$ cat config.mk
export PLATFORM = sky130hd
export DESIGN_NAME = elevator_dispatch_min_cost
export DESIGN_NICKNAME = d
export VERILOG_FILES = /design/src/design/edmc_pkg.sv /design/src/design/elevator_dispatch_min_cost.sv /design/src/design/edmc_front.sv /design/src/design/edmc_queue.sv /design/src/design/edmc_back.sv
export SDC_FILE = /design/constraint.sdc
export NUM_CORES = 1
export LEC_CHECK = 0
export ABC_CLOCK_PERIOD_IN_PS = 13450
export BUFFER_PORTS_ARGS = -buffer_cell sky130_fd_sc_hd__buf_4
export CAP_MARGIN = 15
export CORE_ASPECT_RATIO = 2
export CORE_MARGIN = 10
export CORE_UTILIZATION = 66
export CTS_CLUSTER_SIZE = 30
export DETAILED_ROUTE_END_ITERATION = 6
export HOLD_SLACK_MARGIN = 0.03
export PLACE_DENSITY = 0.87
export SYNTH_ARGS = -nofsm -noshare
export SYNTH_HDL_FRONTEND = slang
export SYNTH_SLANG_ARGS = --single-unit
$ cat constraint.sdc
create_clock -name clock -period 13.45 [get_ports clock]
set_input_delay 0 -clock clock [delete_from_list [all_inputs] [get_ports clock]]
set_output_delay 0 -clock clock [all_outputs]
set_load 0.02 [all_outputs]
$ cat src/design/edmc_pkg.sv
// ----------------------------------------------------------------------------
// edmc_pkg: shared types and constants for elevator dispatch
// Direction codes, mode codes, cost format and the record that travels
// from the costing front end to the selection back end.
// ----------------------------------------------------------------------------
`default_nettype none

package edmc_pkg;

   // building size, floors at or above this saturate to the top floor
   localparam int FLOOR_COUNT = 64;

   // default depth of the record queue between front and back
   localparam int QUEUE_DEPTH = 2;

   // signed cost width, costs lie in -4..130
   localparam int COST_W = 9;

   // path penalties of the dispatch table
   localparam logic signed [COST_W-1:0] DETOUR_HI = 9'sd4;
   localparam logic signed [COST_W-1:0] DETOUR_LO = 9'sd2;

   // car mode codes that count as in service
   localparam logic [2:0] MODE_IDLE   = 3'd0;
   localparam logic [2:0] MODE_ACTIVE = 3'd1;

   typedef enum logic [1:0] {
      DIR_NONE = 2'd0,
      DIR_UP   = 2'd1,
      DIR_DOWN = 2'd2
   } dir_type;

   // one costed car record
   typedef struct packed {
      logic [3:0]               car_id;
      logic signed [COST_W-1:0] cost;
      logic                     in_service;
      logic                     last;
   } rec_type;

endpackage

`default_nettype wire

$ cat src/design/elevator_dispatch_min_cost.sv
// ----------------------------------------------------------------------------
// elevator_dispatch_min_cost: least-cost elevator selection for a hall call
// Output: the chosen id is registered as the final record leaves the queue.
// Throughput: one record per cycle; a final record waits on a pending result.
// Reset: synchronous; clears the queue, the run state and the output valid.
// ----------------------------------------------------------------------------
`default_nettype none

module elevator_dispatch_min_cost
   import edmc_pkg::*;
#(
   parameter int QUEUE_DEPTH_P = QUEUE_DEPTH
) (
   input  wire logic       clock,
   input  wire logic       reset,
   input  wire logic       req_valid,
   output logic            req_ready,
   input  wire logic [5:0] req_floor,
   input  wire logic [1:0] req_dir,
   input  wire logic [3:0] req_car_id,
   input  wire logic [5:0] req_car_floor,
   input  wire logic [1:0] req_car_dir,
   input  wire logic [2:0] req_car_mode,
   input  wire logic       req_queue_has,
   input  wire logic [5:0] req_queue_floor,
   input  wire logic [1:0] req_queue_dir,
   input  wire logic       req_last,
   output logic            rsp_valid,
   input  wire logic       rsp_ready,
   output logic [3:0]      rsp_chosen_car
);

   rec_type front_rec, pop_rec;
   logic    pop_valid, pop_ready;

   // costing front end
   edmc_front u_front (
      .req_floor   (req_floor),
      .req_dir     (req_dir),
      .car_id      (req_car_id),
      .car_floor   (req_car_floor),
      .car_dir     (req_car_dir),
      .car_mode    (req_car_mode),
      .queue_has   (req_queue_has),
      .queue_floor (req_queue_floor),
      .queue_dir   (req_queue_dir),
      .last        (req_last),
      .rec         (front_rec)
   );

   // decoupling queue
   edmc_queue #(
      .DEPTH (QUEUE_DEPTH_P)
   ) u_queue (
      .clock      (clock),
      .reset      (reset),
      .push_valid (req_valid),
      .push_ready (req_ready),
      .push_rec   (front_rec),
      .pop_valid  (pop_valid),
      .pop_ready  (pop_ready),
      .pop_rec    (pop_rec)
   );

   // selection back end
   edmc_back u_back (
      .clock          (clock),
      .reset          (reset),
      .pop_valid      (pop_valid),
      .pop_ready      (pop_ready),
      .pop_rec        (pop_rec),
      .rsp_valid      (rsp_valid),
      .rsp_ready      (rsp_ready),
      .rsp_chosen_car (rsp_chosen_car)
   );

   // a new result only follows the transfer of a final record
   assert property (@(posedge clock) disable iff (reset)
      $rose(rsp_valid) |-> $past(pop_valid && pop_ready && pop_rec.last))
      else $error("result raised without a final record");

   // a final record never leaves the queue while a result is stuck
   assert property (@(posedge clock) disable iff (reset)
      (pop_valid && pop_ready && pop_rec.last) |-> (!rsp_valid || rsp_ready))
      else $error("final record popped over a pending result");

   // queue is empty and open right after reset
   assert property (@(posedge clock) disable iff (reset)
      $past(reset) |-> (req_ready && !pop_valid && !rsp_valid))
      else $error("queue or output not clear after reset");

endmodule

`default_nettype wire

$ cat src/design/edmc_front.sv
// ----------------------------------------------------------------------------
// edmc_front: car classification and dispatch cost
// Normalizes floors and directions of one status record and computes the
// cost of sending that car to the hall request.
// ----------------------------------------------------------------------------
`default_nettype none

module edmc_front
   import edmc_pkg::*;
(
   input  wire logic [5:0] req_floor,
   input  wire logic [1:0] req_dir,
   input  wire logic [3:0] car_id,
   input  wire logic [5:0] car_floor,
   input  wire logic [1:0] car_dir,
   input  wire logic [2:0] car_mode,
   input  wire logic       queue_has,
   input  wire logic [5:0] queue_floor,
   input  wire logic [1:0] queue_dir,
   input  wire logic       last,
   output rec_type         rec
);

   localparam logic [8:0] FLOOR_LIM = 9'(FLOOR_COUNT);
   localparam logic [5:0] FLOOR_TOP = 6'(FLOOR_COUNT - 1);

   function automatic logic [5:0] floor_sat(input logic [5:0] v);
      floor_sat = ({3'b000, v} >= FLOOR_LIM) ? FLOOR_TOP : v;
   endfunction

   function automatic dir_type dir_of(input logic [1:0] v);
      case (v)
         DIR_UP:   dir_of = DIR_UP;
         DIR_DOWN: dir_of = DIR_DOWN;
         default:  dir_of = DIR_NONE;
      endcase
   endfunction

   function automatic logic [5:0] gap(input logic [5:0] a, input logic [5:0] b);
      gap = (a > b) ? (a - b) : (b - a);
   endfunction

   logic [5:0]               tgt, cur, qf;
   dir_type                  rd, cd, qd;
   logic                     idle, ahead;
   logic [5:0]               dspan;
   logic [6:0]               path;
   logic signed [COST_W-1:0] d9, d9x2, p9, cost;

   // normalized fields
   assign tgt  = floor_sat(req_floor);
   assign cur  = floor_sat(car_floor);
   assign qf   = floor_sat(queue_floor);
   assign rd   = dir_of(req_dir);
   assign cd   = dir_of(car_dir);
   assign qd   = dir_of(queue_dir);
   assign idle = (car_mode == MODE_IDLE);

   // distances and heading test
   assign dspan = gap(cur, tgt);
   assign path  = {1'b0, gap(cur, qf)} + {1'b0, gap(qf, tgt)};
   assign ahead = ((cd == DIR_UP) && (tgt >= cur)) || ((cd == DIR_DOWN) && (tgt <= cur));
   assign d9    = signed'({3'b000, dspan});
   assign d9x2  = signed'({2'b00, dspan, 1'b0});
   assign p9    = signed'({2'b00, path});

   // dispatch cost table
   always_comb begin
      if ((cd == DIR_NONE) || idle) begin
         cost = d9;
      end else if (!queue_has) begin
         cost = ahead ? d9 : d9x2;
      end else if ((rd == DIR_NONE) || (qd == DIR_NONE)) begin
         cost = '0;
      end else if (rd == cd) begin
         if (qd == cd) begin
            cost = ahead ? (d9 - DETOUR_HI) : (p9 + DETOUR_LO);
         end else begin
            cost = p9 + DETOUR_HI;
         end
      end else if (qd == rd) begin
         cost = ahead ? (p9 - DETOUR_LO) : (p9 + DETOUR_HI);
      end else begin
         cost = p9 + DETOUR_HI;
      end
   end

   // record for the selection stage
   assign rec.car_id     = car_id;
   assign rec.cost       = cost;
   assign rec.in_service = (car_mode == MODE_IDLE) || (car_mode == MODE_ACTIVE);
   assign rec.last       = last;

endmodule

`default_nettype wire

$ cat src/design/edmc_queue.sv
// ----------------------------------------------------------------------------
// edmc_queue: small register queue between costing and selection
// Circular buffer of costed records; lets the front and back stall apart.
// ----------------------------------------------------------------------------
`default_nettype none

module edmc_queue
   import edmc_pkg::*;
#(
   parameter int DEPTH = QUEUE_DEPTH
) (
   input  wire logic clock,
   input  wire logic reset,
   input  wire logic push_valid,
   output logic      push_ready,
   input  rec_type   push_rec,
   output logic      pop_valid,
   input  wire logic pop_ready,
   output rec_type   pop_rec
);

   localparam int AW = (DEPTH > 1) ? $clog2(DEPTH) : 1;
   localparam int CW = $clog2(DEPTH + 1);
   localparam logic [AW-1:0] LAST_SLOT = AW'(DEPTH - 1);
   localparam logic [CW-1:0] FULL_CNT  = CW'(DEPTH);

   rec_type       slot_ff [DEPTH];
   logic [AW-1:0] wr_ptr_ff, wr_ptr_in;
   logic [AW-1:0] rd_ptr_ff, rd_ptr_in;
   logic [CW-1:0] count_ff, count_in;
   logic          do_push, do_pop;

   assign push_ready = (count_ff != FULL_CNT);
   assign pop_valid  = (count_ff != '0);
   assign pop_rec    = slot_ff[rd_ptr_ff];
   assign do_push    = push_valid && push_ready;
   assign do_pop     = pop_valid && pop_ready;

   // pointer and fill count update
   always_comb begin
      wr_ptr_in = wr_ptr_ff;
      rd_ptr_in = rd_ptr_ff;
      count_in  = count_ff;
      if (do_push) begin
         wr_ptr_in = (wr_ptr_ff == LAST_SLOT) ? '0 : wr_ptr_ff + 1'b1;
      end
      if (do_pop) begin
         rd_ptr_in = (rd_ptr_ff == LAST_SLOT) ? '0 : rd_ptr_ff + 1'b1;
      end
      if (do_push && !do_pop) begin
         count_in = count_ff + 1'b1;
      end else if (!do_push && do_pop) begin
         count_in = count_ff - 1'b1;
      end
   end

   always_ff @(posedge clock) begin
      if (reset) begin
         wr_ptr_ff <= '0;
         rd_ptr_ff <= '0;
         count_ff  <= '0;
      end else begin
         wr_ptr_ff <= wr_ptr_in;
         rd_ptr_ff <= rd_ptr_in;
         count_ff  <= count_in;
      end
   end

   // storage, no reset needed
   always_ff @(posedge clock) begin
      if (do_push) begin
         slot_ff[wr_ptr_ff] <= push_rec;
      end
   end

endmodule

`default_nettype wire

$ cat src/design/edmc_back.sv
// ----------------------------------------------------------------------------
// edmc_back: running least-cost selection
// Keeps the strict minimum over in-service cars of a run (else the run's first car)
// and issues the chosen car id through an output register on the run's final record.
// ----------------------------------------------------------------------------
`default_nettype none

module edmc_back
   import edmc_pkg::*;
(
   input  wire logic  clock,
   input  wire logic  reset,
   input  wire logic  pop_valid,
   output logic       pop_ready,
   input  rec_type    pop_rec,
   output logic       rsp_valid,
   input  wire logic  rsp_ready,
   output logic [3:0] rsp_chosen_car
);

   logic                     seen_first_ff, seen_first_in;
   logic                     have_best_ff, have_best_in;
   logic [3:0]               best_car_ff, best_car_in;
   logic signed [COST_W-1:0] best_cost_ff, best_cost_in;
   logic                     rsp_valid_ff, rsp_valid_in;
   logic [3:0]               rsp_car_ff, rsp_car_in;
   logic                     take, do_pop;
   logic [3:0]               base_car;

   // a final record needs a free output slot
   assign pop_ready = !pop_rec.last || !rsp_valid_ff || rsp_ready;
   assign do_pop    = pop_valid && pop_ready;

   // strict compare keeps the earlier car on ties
   assign base_car = seen_first_ff ? best_car_ff : pop_rec.car_id;
   assign take     = pop_rec.in_service && (!have_best_ff || (pop_rec.cost < best_cost_ff));

   always_comb begin
      seen_first_in = seen_first_ff;
      have_best_in  = have_best_ff;
      best_car_in   = best_car_ff;
      best_cost_in  = best_cost_ff;
      rsp_valid_in  = rsp_valid_ff && !rsp_ready;
      rsp_car_in    = rsp_car_ff;
      if (do_pop) begin
         if (pop_rec.last) begin
            rsp_valid_in  = 1'b1;
            rsp_car_in    = take ? pop_rec.car_id : base_car;
            seen_first_in = 1'b0;
            have_best_in  = 1'b0;
         end else begin
            seen_first_in = 1'b1;
            have_best_in  = have_best_ff || take;
            best_car_in   = take ? pop_rec.car_id : base_car;
            best_cost_in  = take ? pop_rec.cost : best_cost_ff;
         end
      end
   end

   always_ff @(posedge clock) begin
      if (reset) begin
         seen_first_ff <= 1'b0;
         have_best_ff  <= 1'b0;
         rsp_valid_ff  <= 1'b0;
      end else begin
         seen_first_ff <= seen_first_in;
         have_best_ff  <= have_best_in;
         rsp_valid_ff  <= rsp_valid_in;
      end
   end

   // payload registers
   always_ff @(posedge clock) begin
      best_car_ff  <= best_car_in;
      best_cost_ff <= best_cost_in;
      rsp_car_ff   <= rsp_car_in;
   end

   assign rsp_valid      = rsp_valid_ff;
   assign rsp_chosen_car = rsp_car_ff;

endmodule

`default_nettype wire
Yosys cells after proc, flatten, opt, wreduce, memory -nomap -nowiden --
Memories as Yosys holds them, arrays and structs flattened. A register that Yosys moved wholly into a read port is not among the register bits. Index checks and enable logic that the tools add are counted.
Word-level totals: flip-flop bits (word level) 24, word-level logic and storage cells 105, bits of input ports 37, bits in writable memories 30, memories 1
Cells by class: eq/ne operators 13, $add $sub $neg 15, order comparisons 6, bitwise gates (word level) 1, multiplexer cells 29, reduce and logical (&&, ||, !) cells 31
Memories:
- u_queue.slot_ff | words 2, bits a word 15, rd ports 1, clocked after memory_dff 1, write ports 1, RTL line edmc_queue.sv:27 | rec_type slot_ff [DEPTH];
Operator list (count):
- $mux 9 | 8
- $sub 6x6->6 | 6
- $gt 6x6->1 | 3
- $mux 6 | 3
- $pmux 2 s2 | 3
- $mux 1 | 10
- $lt 9x9->1 | 1
- $add 7x2->8 const B | 1
- $add 7x3->8 const B | 1
- $eq 2x1->1 const B | 4
- $eq 2x2->1 const B | 4
- $logic_and 1x1->1 | 8
- $logic_or 1x1->1 | 8
- $mux 4 | 2
- $sub 7x2->8 const B | 1
- $add 6x6->7 | 1
- $mux 7 | 1
- $sub 6x3->7 const B | 1
- $eq 2x2->1 | 3
- $ge 6x6->1 | 1
- $le 6x6->1 | 1
- $logic_not 1->1 | 6
- $logic_not 2->1 | 3
- $mux 2 | 2
- other kinds (10) | 13

Logic depth before layout (Yosys ltp) --
Gate-level depths: netlist of run 1.
depth in word-level cells 11, gate-level depth with buffers 23, gate-level depth less buffers 22

Hierarchy --
Synthesis of run 1 repeated with hierarchy kept, for this count alone.
Second synthesis, totals: cell total of the unflattened synthesis 532, area, all modules 5195.0 µm²
Modules (own cells, without submodules):
- edmc_front | cells an instance 351, instances 1, area each 2693.8 µm², sequential area each 0.0 µm²
- edmc_queue | cells an instance 71, instances 1, area each 1305.0 µm², sequential area each 1001.0 µm²
- edmc_back | cells an instance 110, instances 1, area each 1196.1 µm², sequential area each 570.5 µm²

Worst setup path after synthesis of run 1 --
No wires, ideal clock.
path kind input port to flip-flop, from input port req_queue_floor[0], to memory u_queue.slot_ff[0][8] (netlist name) (data pin), stages 22, data required time 13.181 ns, setup time 0.269 ns, setup slack 9.134 ns, arrival time 4.047 ns, cell sequence inv_1 -> ha_1 -> inv_1 -> fa_1 -> a21o_1 -> a21o_1 -> a211oi_1 -> or2_1 -> buf_2 -> mux2_2 -> a21oi_1 -> o221a_2 -> xnor2_1 -> ha_1 -> nor4b_1 -> a2111oi_0 -> nand3b_2 -> and3_2 -> mux2i_1 -> xor2_1 -> a21o_1 -> o32ai_2
RTL lines:
- start, declared | RTL line elevator_dispatch_min_cost.sv:25 | input wire logic [5:0] req_queue_floor,
- end, declared | RTL line edmc_queue.sv:27

==> flow_metrics.tcl, run 1 <==
set metrics [dict create \
    cts_tree "yes" \
    synth_mux_area_share_pct 7.95 \
    holdPathEnd "u_queue.wr_ptr_ff" \
    status "finished, final reports clean" \
    vias 3922 \
    die_w_um 81.1 \
    worst-path-buf-inv 4 \
    drt-initial-drc-count 289 \
    yosys.area_share.simple_pct 13.0 \
    synth.cell_area_um2 4920 \
    fmax_mhz 210 \
    stdcell_area_um2 5530 \
    wl_per_cell_um 21.0 \
    io_pins 43 \
    cp_max_fo 9 \
    critical_path.endpoint_type "flop" \
    synth-adder-area-share_pct 18.6 \
    grt_pass1_vias 4313 \
    portBuffers 42 \
    cp_data_required_time_ns 13.57 \
    dr.pass1.iters 5 \
    cp_cell_sequence "buf_4, inv_1, ha_1, inv_1, fa_1, a21o_1, a21o_1, a211oi_1, or2_1, mux2_2, a21oi_1, o21bai_1, xor2_1, ha_1, xor2_1, inv_1, ha_1, a21boi_0, nor3b_1, mux2i_1, xor2_1, a21o_1, o32ai_2" \
    max_stage_delay_ns 0.54 \
    post_cts_buffers 0 \
    ys_warn_count 0 \
    cts-buffers-inserted 5 \
    crit_family "compound AO/OA/AOI/OAI gates" \
    ctsLongestPathBuffers 2 \
    critPathArrivalTime_ns 4.88 \
    fillers 506 \
    grt_pass1_wl_mm 20.9 \
    grt.met3_usage_pct 3.10 \
    hold_depth 4 \
    async_flop_share_pct 0 \
    rows 44 \
    p_leak_nw 2.45 \
    syn_nets 590 \
    avgSynthCellArea_um2 10.2 \
    synth_top_family_by_area "adder cells" \
    worstSkewPairLatency_ns 0.30 \
    mostFrequentLayoutCell "ha_1" \
    synth-edff-count 47 \
    synthCells 484 \
    total_power_w 0.000860 \
    startpoint "req_queue_floor[0]" \
    drc 0 \
    dp_hpwl_mm 10.5 \
    maxCapViolCount 0 \
    htree_num_levels 2 \
    fin_crit_sh_pct 35.4 \
    powerDensity_nw_per_um2 155 \
    die_y_um 142 \
    finalSetupTns_ns 0 \
    synth_compound_area_share_pct 16.6 \
    met1_usage_pct 20.3 \
    grt_max_degree 18 \
    rsz0062_at_grt "no" \
    grt_use_total_pct 23.4 \
    vdd_drop_max_mv 0.0652 \
    antenna_found_initial 0 \
    drive_above_1_share_pct 19.2 \
    vias_per_cell 6.29 \
    crit_type "in2reg" \
    grt_overflow 0 \
    worstMarginPinSlew_ns 0.812 \
    synth_cell_types 77 \
    synthFlopType "edfxtp_1" \
    holdCritStartpoint "req_valid" \
    clockRootBuffer "clkbuf_16" \
    dpl_cell_area_um2 5280 \
    crit_path_start_kind "input pin" \
    layout-area-overhead-vs-synth_pct 12.4 \
    hp-class "in2reg" \
    synthXorXnorAreaFrac_pct 5.84 \
    setup_viol 0 \
    ant_nets 0 \
    nets 637 \
    gp_congestion 0.996 \
    hold_violations 0 \
    regToRegEndpoint "u_back.best_cost_ff[7]" \
    antennaDiodeCount 0 \
    ys_seq_area_share_pct 31.9 \
    wirelength_mm 13.1 \
    coreArea_um2 7270 \
    relSlewSlack_pct 45.9 \
    slew_viol_final 0 \
    initial_core_util_pct 67.8 \
    grt_use_met2_pct 44.8 \
    top_usage_layer "met2" \
    synth-seq-cells 55 \
    final_cell_mix "62 x ha_1, 58 x inv_1, 47 x edfxtp_1" \
    fin_skew_ns 0.00775 \
    reg2reg_slack_ns 10.07 \
    die_area_um2 11500 \
    crit_path_top_delay_cell "xor2_1" \
    rr_worst_depth 8 \
    cts.clk_slew.worst_paths_ns 0.07 \
    cts_sinks 55 \
    period_needed_ns 4.76 \
]
## cells by family (layout without fill, tap and decap cells)
logic type	count (synthesis)	after routing
and+or+nand+nor	114	114
AOI/OAI and AO/OA	108	108
buffers and inverters	70	118
adders and majority gates	69	69
DFF	55	55
muxes	36	36
xor gates and xnor gates	32	32
## tightest hold or removal path, cell delays in order
cell	delay [ns]
buf_4	0.11
nand2_1	0.10
xor2_1	0.08
nor2_1	0.07
## metrics by stage
step	setup WS (ns)	util (%)	hold WS, ns	cells
floorplan	9.13	-	0.0989	484
global placement	8.53	72.7	0.184	607
detailed placement	8.42	72.7	0.187	607
CTS	8.71	76.2	0.0897	624
global route	8.29	76.2	0.132	624
finish	8.69	76.2	0.0925	624
## area by class of cell
class / count / area, um^2 / share of cell area [%]
flip-flops and latches: 55 / 1570 / 28.4
repair buffers: 52 / 413 / 7.46
clock inverters: 1 / 7.51 / 0.136
clock buffers: 7 / 154 / 2.78
multi-input cells: 359 / 3060 / 55.2
inverters: 58 / 218 / 3.93
well taps: 92 / 115 / 2.08
## what timing repair did
item | 4_1_cts | 5_1_grt
hold buffers | 9 | 0
endpoints found under the hold margin | 20 | 0
resized for setup | 0 | 0
## per-layer routing
layer	vias up	wire length, um
met2	150	7400
met5	-	0
met3	59	471
met1	1876	4200
li1	1837	-
met4	0	1040
## registers in the layout, summed over array words and instances, names as in the netlist, named ones only
name / cells
u_back.have_best_ff: 1
u_queue.wr_ptr_ff: 1
u_queue.count_ff: 2
u_queue.slot_ff: 30
u_back.rsp_valid: 1
u_back.seen_first_ff: 1
u_back.rsp_chosen_car: 4
u_back.best_cost_ff: 9
u_queue.rd_ptr_ff: 1
u_back.best_car_ff: 4
## power breakdown
group          switching, W  internal (W)
clock network     0.0000596     0.0000805
logic              0.000274      0.000192
registers         0.0000209      0.000234
total              0.000354      0.000506
## synth_stat cells (8+ instances only)
library cell,instances,area share (%)
nand2_1,22,1.7
nor2_1,28,2.1
xor2_1,12,2.1
a21oi_1,31,3.2
a21o_1,12,1.8
mux2_2,22,5.0
edfxtp_1,47,29
ha_1,62,16
dfxtp_1,8,3.3
xnor2_1,19,3.4
mux2i_1,11,2.2
inv_1,58,4.4
nand3_1,11,1.1
o21ai_0,11,1.1
## worst max path at each step
stage / endpoint / cells after the start
6_report: u_queue.slot_ff[1][8] / 23
5_1_grt: u_queue.slot_ff[0][8] / 23
4_1_cts: u_queue.slot_ff[1][8] / 23
3_5_place_dp: u_queue.slot_ff[1][8] / 23
3_3_place_gp: u_queue.slot_ff[0][8] / 23
2_1_floorplan: u_queue.slot_ff[0][8] / 22
Power figures use the tool's default switching activity.
==> run 2, diff against run 1 <==
--- a/config.mk
+++ b/config.mk
@@ -5,16 +5,16 @@
 export SDC_FILE = /design/constraint.sdc
 export NUM_CORES = 1
 export LEC_CHECK = 0
-export ABC_CLOCK_PERIOD_IN_PS = 13450
+export ABC_CLOCK_PERIOD_IN_PS = 4300
 export BUFFER_PORTS_ARGS = -buffer_cell sky130_fd_sc_hd__buf_4
 export CAP_MARGIN = 15
 export CORE_ASPECT_RATIO = 2
 export CORE_MARGIN = 10
-export CORE_UTILIZATION = 66
+export CORE_UTILIZATION = 55
 export CTS_CLUSTER_SIZE = 30
 export DETAILED_ROUTE_END_ITERATION = 6
 export HOLD_SLACK_MARGIN = 0.03
-export PLACE_DENSITY = 0.87
+export PLACE_DENSITY = 0.77
 export SYNTH_ARGS = -nofsm -noshare
 export SYNTH_HDL_FRONTEND = slang
 export SYNTH_SLANG_ARGS = --single-unit
==> constraint.sdc (replaced) <==
create_clock -name clock -period 4.3 [get_ports clock]
set_input_delay 0 -clock clock [delete_from_list [all_inputs] [get_ports clock]]
set_output_delay 0 -clock clock [all_outputs]
set_load 0.02 [all_outputs]
==> run 2 against run 1 <==
Critical path depth did not move; clock power rose to 3.2 times the previous value; hold slack improved by 0.042 ns; sequential cell count did not move; combinational power rose to 3.7 times the previous value; setup slack got worse by 8.5 ns; cell area rose by 7.5%; global-route usage fell by 4.2 points; sequential share of layout area fell by 2.0 points; first-iteration DRC count fell by 41%; largest power group unchanged.
==> flow_metrics.tcl, run 2 (synthesis results as in run 1) <==
set metrics [dict create \
    die_y_um 154 \
    layout-area-overhead-vs-synth_pct 20.8 \
    ctsLongestPathBuffers 2 \
    nets 680 \
    grt_max_degree 17 \
    rows 48 \
    crit_path_top_delay_cell "fa_1" \
    fin_cells 675 \
    cp_max_fo 6 \
    holdCritStartpoint "req_queue_has" \
    setup_viol 0 \
    crit_type "in2reg" \
    powerDensity_nw_per_um2 497 \
    worst-path-buf-inv 4 \
    worstSkewPairLatency_ns 0.30 \
    wl_per_cell_um 19.1 \
    fmax_mhz 241 \
    vias 4028 \
    rr_worst_depth 9 \
    p_leak_nw 2.68 \
    reg2reg_slack_ns 1.17 \
    multi_input_area_um2 3130 \
    crit_family "compound AO/OA/AOI/OAI gates" \
    die_w_um 86.9 \
    drive_above_1_share_pct 27.7 \
    portBuffers 42 \
    cp_data_required_time_ns 4.34 \
    ant_nets 0 \
    relSlewSlack_pct 49.4 \
    top_regs "u_queue.slot_ff x30, u_back.best_cost_ff x9" \
    htree_num_levels 2 \
    crit_path_start_kind "input pin" \
    antenna_found_initial 0 \
    max_stage_delay_ns 0.37 \
    cts_sinks 55 \
    dp_hpwl_mm 10.5 \
    slew_viol_final 0 \
    gp_congestion 0.929 \
    holdPathEnd "u_queue.slot_ff[1][8]" \
    maxUsedRoutingLayer "met4" \
    final_cell_mix "86 x buf_4, 60 x ha_1, 58 x inv_1" \
    dr.pass1.iters 4 \
    hp-class "in2reg" \
    cp_cell_sequence "buf_4, inv_1, ha_2, inv_1, fa_1, a21o_1, a21o_1, a211oi_2, or2_4, buf_4, mux2i_1, a21oi_2, o221a_2, xnor2_1, ha_1, nor4b_1, a2111oi_4, nand3b_4, and3_2, mux2i_1, xor2_1, a21o_1, o32ai_2" \
    dpl_cell_area_um2 5590 \
    maxCapViolCount 0 \
    largest_register "u_queue.slot_ff" \
    largest_register_ffs 30 \
    cts_tree "yes" \
    wl_met1_mm 3.81 \
    path_common_cell "a21o_1" \
    clockRootBuffer "clkbuf_16" \
    period_needed_ns 4.15 \
    status "finished, final reports clean" \
    fillers 676 \
    mostFrequentLayoutCell "buf_4" \
    stdcell_area_um2 5950 \
    regArea_um2 1570 \
    grt_pass1_vias 4417 \
    holdWs_ns 0.135 \
    worstMarginPinSlew_ns 0.759 \
    hold_depth 2 \
    grt_pass1_wl_mm 20.5 \
    cts.clk_slew.worst_paths_ns 0.07 \
    cts-buffers-inserted 5 \
    critical_path.endpoint_type "flop" \
    drc 0 \
    wirelength_mm 12.9 \
    vdd_drop_max_mv 0.235 \
    wl_met3_um 404 \
    grt_overflow 0 \
    initial_core_util_pct 56.6 \
    regToRegEndpoint "u_back.best_cost_ff[7]" \
    drt-initial-drc-count 170 \
    grt_use_total_pct 19.3 \
    final_util_pct 68.3 \
    hold_violations 0 \
    vias_per_cell 5.97 \
    io_pins 43 \
    coreArea_um2 8710 \
    met2WireLength_mm 7.42 \
    die_area_um2 13400 \
    critPathArrivalTime_ns 4.19 \
    fin_skew_ns 0.00575 \
    antennaDiodeCount 0 \
    finalSetupTns_ns 0 \
    placed_cells 654 \
    fin_crit_sh_pct 96.6 \
]
[run 2: cell count changes in the layout (fill, tap and decap cells not counted), moves of 2 or more]
cell	before	now
ha_2	0	2
a21oi_1	31	28
a21oi_2	0	3
buf_4	43	86
ha_1	62	60
[run 2: power breakdown]
| group | switching [W] | internal, W | total, W |
|---|---|---|---|
| logic | 0.000923 | 0.000805 | 0.00173 |
| registers | 0.0000481 | 0.000730 | 0.000778 |
| clock network | 0.000177 | 0.000272 | 0.000448 |
[run 2: routing by layer]
| metal | global-route usage, % | vias to the layer above |
|---|---|---|
| met2 | 37.5 | 148 |
| met3 | 2.17 | 65 |
| li1 | - | 1916 |
| met5 | 0 | - |
| met1 | 14.9 | 1899 |
| met4 | 18.2 | 0 |
[run 2: how the worst max path moves through the flow]
stage	from	end	slack [ns]	depth (start not counted)
2_1_floorplan	req_queue_floor[0]	u_queue.slot_ff[0][8]	0.04	22
3_3_place_gp	req_queue_floor[0]	u_queue.slot_ff[0][8]	-0.20	23
3_5_place_dp	req_queue_floor[0]	u_queue.slot_ff[0][8]	-0.40	23
4_1_cts	req_car_floor[0]	u_queue.slot_ff[1][8]	0.08	22
5_1_grt	req_queue_floor[0]	u_queue.slot_ff[0][8]	-0.03	23
6_report	req_queue_floor[0]	u_queue.slot_ff[0][8]	0.15	23
[run 2: through the flow]
stage	power (W)	setup WS, ns
2_1_floorplan	0.00186	0.0401
3_3_place_gp	0.00234	-0.203
3_5_place_dp	0.00240	-0.397
4_1_cts	0.00287	0.0832
5_1_grt	0.00314	-0.0256
6_report	0.00295	0.145
[run 2: repair_timing]
item	in CTS	in global routing
hold buffers	9	0
pin swaps	1	5
buffers inserted	0	4
gates resized for setup	2	14
endpoints found under the setup margin	4	8
endpoints found under the hold margin	20	0
[run 2: final cells by class]
type | count | share of cell area [%]
Timing Repair Buffer | 95 | 12.4
Sequential cell | 55 | 26.4
Inverter | 58 | 3.66
Clock buffer | 5 | 2.10
Multi-Input combinational cell | 359 | 52.7
Clock inverter | 3 | 0.652
Tap cell | 100 | 2.10
==> run 3, diff against run 2 <==
--- a/config.mk
+++ b/config.mk
@@ -6,15 +6,15 @@
 export NUM_CORES = 1
 export LEC_CHECK = 0
 export ABC_CLOCK_PERIOD_IN_PS = 4300
-export BUFFER_PORTS_ARGS = -buffer_cell sky130_fd_sc_hd__buf_4
 export CAP_MARGIN = 15
 export CORE_ASPECT_RATIO = 2
 export CORE_MARGIN = 10
-export CORE_UTILIZATION = 55
+export CORE_UTILIZATION = 54
 export CTS_CLUSTER_SIZE = 30
 export DETAILED_ROUTE_END_ITERATION = 6
+export DONT_BUFFER_PORTS = 1
 export HOLD_SLACK_MARGIN = 0.03
-export PLACE_DENSITY = 0.77
+export PLACE_DENSITY = 0.72
 export SYNTH_ARGS = -nofsm -noshare
 export SYNTH_HDL_FRONTEND = slang
 export SYNTH_SLANG_ARGS = --single-unit
==> run 3 against run 2 <==
Combinational power is 12% lower; total power decreased by 5.5%; clock skew down 0.0033 ns; count of clock-buffer cells in the layout grew 1; critical path type unchanged.
==> flow_metrics.tcl, run 3 (synthesis results as in run 1) <==
set metrics [dict create \
    grt_max_degree 18 \
    hold_violations 0 \
    status "finished, final reports clean" \
    setup_viol 0 \
    mostFrequentLayoutCell "ha_1" \
    largest_register "u_queue.slot_ff" \
    ant_nets 0 \
    vias 3750 \
    final_util_pct 61.5 \
    cts_sinks 55 \
    hp-class "in2reg" \
    drc 0 \
    holdCritStartpoint "req_queue_has" \
    cts_tree "yes" \
    maxCapViolCount 0 \
    htree_num_levels 2 \
    dp_hpwl_mm 9.77 \
    die_area_um2 13600 \
    portBuffers 0 \
    dr.pass1.iters 4 \
    period_needed_ns 4.13 \
    stdcell_area_um2 5510 \
    wirelength_mm 12.0 \
    die_w_um 87.5 \
    critical_path.endpoint_type "flop" \
    fin_skew_ns 0.00245 \
    slew_viol_final 0 \
    grt_pass1_vias 4082 \
    vias_per_cell 6.09 \
    cts.clk_slew.worst_paths_ns 0.06 \
    largest_register_ffs 30 \
    relSlewSlack_pct 49.1 \
    rows 49 \
    io_pins 43 \
    grt_overflow 0 \
    antenna_found_initial 0 \
    finalSetupTns_ns 0 \
    dpl_cell_area_um2 5150 \
    p_leak_nw 2.38 \
    crit_path_start_kind "input pin" \
    fmax_mhz 242 \
    crit_type "in2reg" \
    cp_data_required_time_ns 4.33 \
    drive_above_1_share_pct 18.7 \
    final_cell_mix "61 x ha_1, 58 x inv_1, 47 x edfxtp_1" \
    vdd_drop_max_mv 0.270 \
    drt-initial-drc-count 184 \
    clockRootBuffer "clkbuf_16" \
    cp_max_fo 6 \
    fin_crit_sh_pct 96.2 \
    gp_congestion 0.878 \
    powerDensity_nw_per_um2 507 \
    cts-buffers-inserted 5 \
    startpoint "req_queue_floor[0]" \
    hold_depth 2 \
    ctsLongestPathBuffers 2 \
    grt_pass1_wl_mm 19.3 \
    wl_per_cell_um 19.5 \
    die_y_um 155 \
    worstSkewPairLatency_ns 0.29 \
    rr_worst_depth 8 \
    grt_use_total_pct 17.8 \
    initial_core_util_pct 55.0 \
    worstMarginPinSlew_ns 0.763 \
    layout-area-overhead-vs-synth_pct 11.8 \
    coreArea_um2 8950 \
    critPathArrivalTime_ns 4.16 \
    top_regs "u_queue.slot_ff x30, u_back.best_cost_ff x9" \
    antennaDiodeCount 0 \
    nets 619 \
    holdWs_ns 0.0511 \
]
-- run 3: changes by cell type in the layout (fill, tap and decap cells not counted), sizes merged --
cell,previous run,this run
buf,86,23
clkbuf,5,6
clkinv,2,0
dlygate4sd3,9,11
inv,58,59
-- run 3: per-stage QoR --
| stage | setup WS [ns] | power [W] | instances |
|---|---|---|---|
| floorplan | 0.0401 | 0.00186 | 484 |
| global placement | -0.0609 | 0.00220 | 596 |
| detailed placement | -0.232 | 0.00224 | 596 |
| CTS | 0.0679 | 0.00273 | 615 |
| global route | -0.0461 | 0.00299 | 616 |
| finish | 0.165 | 0.00279 | 616 |
-- run 3: routing by layer --
layer / share of wire (%) / GRT usage, %
met1: 30 / 13.8
met2: 59 / 35.5
met3: 4.3 / 3.50
met4: 6.6 / 12.7
met5: 0 / 0
-- run 3: worst paths after layout --
path	to	slack, ns
worst max-delay path	u_queue.slot_ff[0][8]	0.17
worst min-delay path	u_queue.slot_ff[0][4]	0.05
worst max register to register	u_back.best_cost_ff[4]	1.19
worst min register to register	u_queue.rd_ptr_ff	0.51
-- run 3: critical path: stages --
cell and delay (ns):
inv_1 0.06, ha_2 0.19, inv_1 0.05, fa_2 0.34, a21o_1 0.17, a21o_1 0.20, a211oi_2 0.22, or2_4 0.18
buf_4 0.13, mux2i_2 0.24, a21oi_2 0.10, o221a_2 0.28, xnor2_1 0.13, ha_1 0.37, and3b_2 0.25, a2111oi_4 0.36
nand3b_4 0.15, and3_2 0.22, mux2i_1 0.16, xor2_1 0.16, a21o_1 0.14, o32ai_2 0.09
-- run 3: power breakdown --
| group | total [W] | internal (W) | switching [W] |
|---|---|---|---|
| registers | 0.000798 | 0.000731 | 0.0000668 |
| clock network | 0.000462 | 0.000292 | 0.000170 |
| logic | 0.00153 | 0.000679 | 0.000852 |
-- run 3: area by class of cell --
class | instances | area, um^2
clock buffers | 6 | 139
clock inverters | 2 | 38.8
fillers | 762 | 3440
inverters | 58 | 218
multi-input cells | 359 | 3130
flip-flops and latches | 55 | 1570
well taps | 102 | 128
repair buffers | 34 | 283
-- run 3: what timing repair did --
action                     4_1_cts  5_1_grt
setup endpoints to repair        0        8
gates resized for setup          0       14
hold buffers                    11        0
hold endpoints to repair        24        0
setup buffers                    0        1
